<file path="src/rtl/bri_pkg.sv">
// Shared types, constants and the blend function for the bilinear remap core.
// No dependencies; imported by every module of the block except bri_ram.
`timescale 1ns / 1ps

package bri_pkg;

    localparam int PIXEL_W          = 8;
    localparam int ADDR_W           = 19;
    localparam int WEIGHT_W         = 5;
    localparam int TAPS             = 4;
    localparam int WEIGHT_ONE       = 32;
    localparam int FRAME_PIXELS_DEF = 524288;
    localparam int S_TDATA_W        = 120;
    localparam int M_TDATA_W        = 8;

    // item kind carried in tuser
    typedef enum logic {
        FUNC_LOAD  = 1'b0,
        FUNC_REMAP = 1'b1
    } t_func;

    typedef logic [PIXEL_W-1:0]  t_pixel;
    typedef logic [ADDR_W-1:0]   t_addr;
    typedef logic [WEIGHT_W-1:0] t_weight;

    // stage 1 payload: fetched taps (a, b, c, d) and weights
    typedef struct packed {
        t_pixel [TAPS-1:0] pix;
        t_weight           wx;
        t_weight           wy;
    } t_fetch;

    // (w*right + (32-w)*left) / 32, never above 255 (sum fits 13 bits)
    function automatic t_pixel blend(input t_weight w, input t_pixel left,
                                     input t_pixel right);
        logic [12:0] sum;
        logic [5:0]  w_inv;
        w_inv = 6'(WEIGHT_ONE) - {1'b0, w};
        sum   = 13'(w) * 13'(right) + 13'(w_inv) * 13'(left);
        return sum[12:5];
    endfunction

endpackage

</file>
<file path="src/rtl/bri_blend.sv">
// Two blend stages: horizontal pair blend, then vertical blend into the output register.
// Depends on bri_pkg (t_fetch, blend).
`timescale 1ns / 1ps

module bri_blend import bri_pkg::*; (
    input  logic   i_clk,
    input  logic   i_rst_n,
    input  logic   i_valid,
    output logic   o_ready,
    input  t_fetch i_data,
    output logic   o_valid,
    input  logic   i_ready,
    output t_pixel o_pixel
);

    logic    r_s2_valid;
    t_pixel  r_s2_top;
    t_pixel  r_s2_bot;
    t_weight r_s2_wy;
    logic    r_s3_valid;
    t_pixel  r_s3_pixel;
    logic    en2;
    logic    en3;

    assign en3     = !r_s3_valid || i_ready;
    assign en2     = !r_s2_valid || en3;
    assign o_ready = en2;

    always_ff @(posedge i_clk) begin
        if (!i_rst_n) begin
            r_s2_valid <= 1'b0;
            r_s3_valid <= 1'b0;
        end else begin
            if (en2) begin
                r_s2_valid <= i_valid;
            end
            if (en3) begin
                r_s3_valid <= r_s2_valid;
            end
        end
    end

    always_ff @(posedge i_clk) begin
        if (en2) begin
            r_s2_top <= blend(i_data.wx, i_data.pix[0], i_data.pix[1]);
            r_s2_bot <= blend(i_data.wx, i_data.pix[2], i_data.pix[3]);
            r_s2_wy  <= i_data.wy;
        end
        if (en3) begin
            r_s3_pixel <= blend(r_s2_wy, r_s2_top, r_s2_bot);
        end
    end

    assign o_valid = r_s3_valid;
    assign o_pixel = r_s3_pixel;

endmodule

</file>
<file path="config.mk">
export PLATFORM = sky130hd
export DESIGN_NAME = bri_blend
export DESIGN_NICKNAME = d
export VERILOG_FILES = /design/src/rtl/bri_pkg.sv /design/src/rtl/bri_blend.sv
export SDC_FILE = /design/constraint.sdc
export NUM_CORES = 1
export LEC_CHECK = 0
export BUFFER_PORTS_ARGS = -buffer_cell sky130_fd_sc_hd__buf_4
export CORE_MARGIN = 5
export CORE_UTILIZATION = 25
export CTS_CLUSTER_SIZE = 12
export DETAILED_ROUTE_END_ITERATION = 8
export PLACE_DENSITY = 0.37
export SYNTH_ARGS = -nofsm -noshare
export SYNTH_HDL_FRONTEND = slang
export SYNTH_SLANG_ARGS = --single-unit
export TNS_END_PERCENT = 1
</file>
<file path="constraint.sdc">
create_clock -name i_clk -period 11.6 [get_ports i_clk]
set_input_delay 1.16 -clock i_clk [delete_from_list [all_inputs] [get_ports i_clk]]
set_output_delay 1.16 -clock i_clk [all_outputs]
set_load 0.1 [all_outputs]
</file>
==> reports/metrics.yaml, run 1 <==
drt:
  num_vias: 6176
  drt_iter0_drc: 160
  routed_wl_um: 21270
  wl_per_cell_um: 14.38
  ant_nets: 0
  drc: 0
  via_per_inst: 4.176
  dr.pass1.iters: 5
worst_setup_path:
  arrival_ps: 6990
  cp-start-kind: "input port"
  worst_ep_required_time_ps: 11620
  cp-end-kind: "flip-flop"
  crit_fanout: 32
  crit_type: "input port to flip-flop"
synth:
  asyncSetResetFlopFracSynth: 0
  synth_xor_area_frac: 0.04096
  synth_top_flop_cell: "edfxtp_1"
  synth-seq-cells: 31
  ys_seq_area_frac: 0.1014
  synth_edf_count: 29
  syn-instance-count: 972
  synth_compound_area_frac: 0.03859
  synth_mux_area_frac: 0
  postSynthAreaPerCell_sq_um: 9.240
  syn_area_sq_mm: 0.008981
  yosys.area_share.adder: 0.5311
  synth-simple-area-share: 0.1776
  syn_nets: 1293
  ys_types: 45
  synth_top_family_by_area: "adder cells"
  yosysWarnings: 0
global_route:
  grt_overflow_total: 0
  grt_pass1_wl_um: 35420
  grt_pass1_vias: 6738
  grt_usage: 0.1121
  grt_max_degree: 33
  antenna_found_initial: 0
clock_network:
  cts_tree: "built"
  clockBufferDepth: 2
  cts_made_buffers: 5
  clock-root-buffer: "clkbuf_16"
  cts_max_level: 2
  worst_skew_pair.late_latency_ps: 290
  clk_pin_slew_ps: 60
  hold_buffers: 0
  cts_resized: 0
  cts_setup_buffers: 0
  clock_sinks: 31
layout:
  diodes: 0
  syn_to_final_growth_pct: 12.01
  final_cell_area_sq_mm: 0.01006
  final_common_cell: "inv_1"
  drive_gt1_frac: 0.07171
  final_util: 0.2835
  final_cell_mix: "244 x inv_1, 177 x fa_1, 136 x nand2_1"
  layout.nets: 1338
  fillCellCount: 3803
sta:
  max_slew_margin: 0.2539
  drv_slew: 0
  finalSetupViolations: 0
  finalCriticalPeriod_ps: 6976
  finClkSkew_ps: 9.524
  fmaxAchievable_ghz: 0.1433
  rsz0062_at_grt: "false"
  hold_viol_final: 0
  min_period_over_period: 0.6014
  fin_hold_ws_ps: 502.0
  worst_slew_pin_slew_ps: 1115
  fin_tns_setup_ps: 0
floorplan:
  fp.dieW_um: 199.5
  fp.dieH_um: 199.5
  die_area_sq_mm: 0.03981
  start_util: 0.2531
  fp.coreArea_sq_mm: 0.03548
  io_pins: 56
  std_cell_rows: 69
status:
  outcome: "finished clean"
place:
  io_buffers: 55
  dp_hpwl_um: 18500
  place.gp.congestion: 0.7753
  place_area_sq_mm: 0.009918
min_path:
  holdCritPathClass: "flip-flop to flip-flop"
run:
  drv_cap: 0
[layer usage]
layer / track usage / vias to the layer above / routed length, um
met5: 0 / - / 0
met4: 0.01811 / 0 / 212
met3: 0.01079 / 12 / 338
met2: 0.1935 / 48 / 10660
met1: 0.1558 / 3130 / 10060
li1: - / 2986 / -
[final timing paths]
kind	start	end	slack [ps]	cells past startpoint
min reg2reg	r_s2_valid	o_valid	500	1
max	i_data[5]	r_s2_top[7]	4620	18
max reg2reg	r_s2_wy[0]	o_pixel[7]	5440	20
min	r_s2_valid	o_valid	500	1
[flip-flops by register name, summed over array words and instances (netlist names)]
name / cells
r_s2_top: 8
r_s2_wy: 5
o_valid: 1
o_pixel: 8
r_s2_valid: 1
r_s2_bot: 8
[critical path, cell delays in order]
cell and delay [ps]:
buf_4 310, inv_1 80, ha_1 230, nand2_1 80, xor2_1 870, nand2_1 180
fa_1 520, fa_1 490, inv_1 50, fa_1 450, fa_1 520, fa_1 410
ha_1 340, and4_4 200, a2111oi_4 450, a31oi_2 200, a311oi_2 310, xnor2_1 120
[cell families (layout without fill, tap and decap cells)]
kind of cell,Yosys count,count (layout)
buffers and inverters,264,310
AO/OA/AOI/OAI,47,47
flip-flops,31,31
AND/OR/NAND/NOR,313,313
XOR/XNOR,42,42
adder cells (fa/ha/maj),275,275
[Yosys cell counts, drive strengths merged (3+ instances only)]
| cell | count | share of area |
|---|---|---|
| inv | 244 | 0.10 |
| a21oi | 11 | 0.0061 |
| and3 | 4 | 0.0028 |
| xor2 | 7 | 0.0068 |
| clkbuf | 18 | 0.0075 |
| a21o | 4 | 0.0033 |
| xnor2 | 35 | 0.034 |
| a31oi | 3 | 0.0028 |
| nor3 | 6 | 0.0033 |
| o21ai | 9 | 0.0050 |
| edfxtp | 29 | 0.097 |
| nand4 | 4 | 0.0028 |
| nand2 | 136 | 0.057 |
| nor2 | 16 | 0.0067 |
| nor2b | 3 | 0.0021 |
| and2 | 130 | 0.091 |
| o21bai | 4 | 0.0033 |
| nand3 | 3 | 0.0017 |
| ha | 98 | 0.14 |
| fa | 177 | 0.39 |
[per-stage QoR]
| stage | setup slack [ps] | instances |
|---|---|---|
| after floorplan | 4879 | 972 |
| after global placement | 4424 | 1471 |
| after detailed placement | 4281 | 1471 |
| after CTS | 4590 | 1479 |
| after global routing | 4189 | 1479 |
| final | 4624 | 1479 |
[layout make-up]
cell class | count | area (sq um) | area share
clock buffer | 6 | 128.9 | 0.01281
multi-input combinational | 677 | 7079 | 0.7037
inverter | 244 | 915.9 | 0.09105
sequential | 31 | 910.9 | 0.09055
timing repair buffer | 58 | 435.4 | 0.04328
clock inverter | 2 | 12.51 | 0.001244
tap | 461 | 576.8 | 0.05734
Power of run 1 is left out: the tool's default activity adds up to more than one toggle a clock period on the data nets, which glitch-free logic cannot reach.
==> run 2: changes to the inputs <==
--- a/config.mk
+++ b/config.mk
@@ -5,12 +5,13 @@
 export SDC_FILE = /design/constraint.sdc
 export NUM_CORES = 1
 export LEC_CHECK = 0
+export ABC_AREA = 1
 export BUFFER_PORTS_ARGS = -buffer_cell sky130_fd_sc_hd__buf_4
 export CORE_MARGIN = 5
 export CORE_UTILIZATION = 25
 export CTS_CLUSTER_SIZE = 12
 export DETAILED_ROUTE_END_ITERATION = 8
-export PLACE_DENSITY = 0.37
+export PLACE_DENSITY = 0.38
 export SYNTH_ARGS = -nofsm -noshare
 export SYNTH_HDL_FRONTEND = slang
 export SYNTH_SLANG_ARGS = --single-unit
==> constraint.sdc (replaced) <==
create_clock -name i_clk -period 5.7 [get_ports i_clk]
set_input_delay 0.57 -clock i_clk [delete_from_list [all_inputs] [get_ports i_clk]]
set_output_delay 0.57 -clock i_clk [all_outputs]
set_load 0.1 [all_outputs]
==> run 2 against run 1 <==
  * Clock skew is 6.1 ps lower
  * Critical path type is now flip-flop to flip-flop
  * Clock-buffer cell count is 1 higher
  * Non-clock buffer count is 11 higher
==> reports/metrics.yaml, run 2 <==
synth:
  asyncSetResetFlopFracSynth: 0  # unchanged
  yosys.area.top_type_share: 0.3642  # was 0.3945
  syn-instance-count: 1276  # was 972
  ys_seq_area_frac: 0.09361  # was 0.1014
  synth_top_flop_cell: "edfxtp_1"  # unchanged
  postSynthAreaPerCell_sq_um: 7.626  # was 9.240 sq um
  synth_top_area_cell: "fa_1"  # unchanged
  synth_most_common_cell: "inv_1"  # unchanged
  synth_edf_count: 29  # unchanged
  syn_area_sq_mm: 0.009731  # was 0.008981 sq mm
  synth-seq-cells: 31  # unchanged
  syn_nets: 1597  # was 1293
  yosysWarnings: 0  # unchanged
  synth_common_cells: "400 x inv_1, 344 x nand2_1, 177 x fa_1"  # was 244 x inv_1, 177 x fa_1, 136 x nand2_1
  ys_types: 37  # was 45
  synth_area_leaders: "fa_1 36%, inv_1 15%, nand2_1 13%"  # was fa_1 39%, ha_1 14%, inv_1 10%
worst_setup_path:
  crit_type: "flip-flop to flip-flop"  # was input port to flip-flop
  cp_cell_sequence: "inv_2, ha_1, nand2_1, xnor2_2, nor2_1, fa_1, inv_1, fa_1, inv_1, fa_1, fa_1, inv_1, fa_1, inv_1, ha_1, a21o_1, nor2_1, nand2_1, nand2_1, nand2_1, nand2_1, nand2_1"  # was buf_4, inv_1, ha_1, nand2_1, xor2_1, nand2_1, fa_1, fa_1, inv_1, fa_1, fa_1, fa_1, ha_1, and4_4, a2111oi_4, a31oi_2, a311oi_2, xnor2_1
  crit_fanout: 8  # was 32
  worst_ep_required_time_ps: 5750  # was 11620 ps
  rr_startpoint: "r_s2_wy[0]"  # unchanged
  cp-start-kind: "flip-flop"  # was input port
  crit_top_cell: "nand2_1"  # was fa_1
  r2r_end: "o_pixel[5]"  # was o_pixel[7]
  arrival_ps: 5290  # was 6990 ps
  reg2reg_depth: 22  # was 20
  slowest_stage: "fa_1"  # was xor2_1
  cp_top_family: "adder cells"  # unchanged
  r2r_slack_ps: 460  # was 5440 ps
  cp-end-kind: "flip-flop"  # unchanged
  startpoint: "r_s2_wy[0]"  # was i_data[5]
  slowest_delay_ps: 520  # was 870 ps
  critPathBufInv: 5  # was 3
min_path:
  holdCritPathClass: "flip-flop to flip-flop"  # unchanged
  hold_depth: 2  # was 1
  holdCritStartpoint: "r_s2_valid"  # unchanged
  min_to: "o_valid"  # unchanged
sta:
  fin_tns_setup_ps: 0  # unchanged
  drv_slew: 0  # unchanged
  fmaxAchievable_ghz: 0.1908
  max_slew_margin: 0.6516  # was 0.2539
  hold_viol_final: 0  # unchanged
  rsz0062_at_grt: "false"  # unchanged
  finalSetupViolations: 0  # unchanged
  min_period_over_period: 0.9195
  finClkSkew_ps: 3.460  # was 9.524 ps
  finalCriticalPeriod_ps: 5241
  worst_slew_pin_slew_ps: 522.6  # was 1115 ps
drt:
  drc: 0  # unchanged
  num_vias: 7358  # was 6176
  drt_iter0_drc: 348  # was 160
  routed_wl_um: 24310  # was 21270 um
  wl_per_cell_um: 13.15  # was 14.38 um
  dr.pass1.iters: 5  # unchanged
  via_per_inst: 3.982  # was 4.176
  ant_nets: 0  # unchanged
floorplan:
  io_pins: 56  # unchanged
  std_cell_rows: 72  # was 69
  die_area_sq_mm: 0.04297  # was 0.03981 sq mm
  fp.dieH_um: 207.3  # was 199.5 um
  start_util: 0.2524  # was 0.2531
  fp.coreArea_sq_mm: 0.03856  # was 0.03548 sq mm
  fp.dieW_um: 207.3  # was 199.5 um
status:
  outcome: "finished clean"  # unchanged
clock_network:
  cts_tree: "built"  # unchanged
  cts_resized: 0  # unchanged
  worst_skew_pair.late_latency_ps: 290  # about the same
  clock-root-buffer: "clkbuf_16"  # unchanged
  clock_sinks: 31  # unchanged
  cts_max_level: 2  # unchanged
  cts_made_buffers: 5  # unchanged
  clockBufferDepth: 2  # unchanged
  clk_pin_slew_ps: 60  # about the same
  hold_buffers: 0  # unchanged
  cts_setup_buffers: 0  # unchanged
layout:
  layout.nets: 1650  # was 1338
  diodes: 0  # unchanged
  syn_to_final_growth_pct: 11.94  # was 12.01%
  fillCellCount: 4304  # was 3803
  drive_gt1_frac: 0.06842  # was 0.07171
  final_common_cell: "inv_1"  # unchanged
  final_cell_mix: "400 x inv_1, 344 x nand2_1, 177 x fa_1"  # was 244 x inv_1, 177 x fa_1, 136 x nand2_1
global_route:
  grt_usage: 0.1195  # was 0.1121
  grt_pass1_vias: 8077  # was 6738
  grt_overflow_total: 0  # unchanged
  grt_max_degree: 33  # unchanged
  antenna_found_initial: 0  # unchanged
  grt_pass1_wl_um: 41850  # was 35420 um
place:
  io_buffers: 55  # unchanged
  dp_hpwl_um: 21450  # was 18500 um
  place.gp.congestion: 0.7738  # was 0.7753
run:
  drv_cap: 0  # unchanged
## run 2: cell types whose count changed after synthesis, moves of 25 or more
cell,previous run,this run
and2_1,130,2
inv_1,244,400
nand2_1,136,344
nand3_1,3,32
nor2_1,16,86
xnor2_1,35,10
## run 2: how the worst max path moves through the flow
stage	endpoint	slack, ps	cells past startpoint
CTS	o_pixel[5]	410	22
global route	o_pixel[5]	150	22
global placement	r_s2_top[5]	200	25
floorplan	r_s2_top[5]	120	26
finish	o_pixel[5]	460	22
detailed placement	r_s2_top[5]	170	25
## run 2: layer usage
layer | up-vias | GRT usage | routed length, um
met2 | 93 | 0.2138 | 12020
met5 | - | 0 | 0
met4 | 0 | 0.01596 | 184
met1 | 3523 | 0.1603 | 11490
met3 | 14 | 0.01300 | 608
li1 | 3728 | - | -
## run 2: final cells by class
| cell class | count | area [sq um] | share of cell area |
|---|---|---|---|
| timing repair buffer | 69 | 518.0 | 0.04755 |
| sequential | 31 | 910.9 | 0.08362 |
| multi-input combinational | 818 | 7162 | 0.6575 |
| tap | 518 | 648.1 | 0.05950 |
| clock inverter | 1 | 5.005 | 0.0004595 |
| clock buffer | 7 | 132.6 | 0.01218 |
| inverter | 404 | 1516 | 0.1392 |
## run 2: worst register-to-register path, delay by kind of cell (launching register included)
| kind | cells | cell delay, ps |
|---|---|---|
| adder cells (fa/ha/maj) | 7 | 3040 |
| AND/OR/NAND/NOR | 8 | 670 |
| buffers and inverters | 5 | 320 |
| flip-flops | 1 | 390 |
| AO/OA/AOI/OAI | 1 | 200 |
| XOR/XNOR | 1 | 380 |
## run 2: cells by family after synthesis
group / share of synthesized area
fa+ha+maj: 0.4902
xor+xnor: 0.02675
compound gates: 0.01659
simple gates: 0.2025
buf+inv: 0.1704
flops: 0.09361
## run 2: through the flow
stage / instance area (sq um) / hold WS (ps) / std cells / util / setup WS (ps)
after global routing: 10890 / 445.0 / 1848 / 0.2825 / 153.7
after CTS: 10890 / 447.1 / 1848 / 0.2825 / 408.4
after detailed placement: 10760 / 439.1 / 1840 / 0.2789 / 166.1
after global placement: 10760 / 440.5 / 1840 / 0.2789 / 202.3
after floorplan: 9731 / 426.7 / 1276 / - / 118.4
final: 10890 / 442.9 / 1848 / 0.2825 / 458.6
Power of run 2 is left out for the same reason.
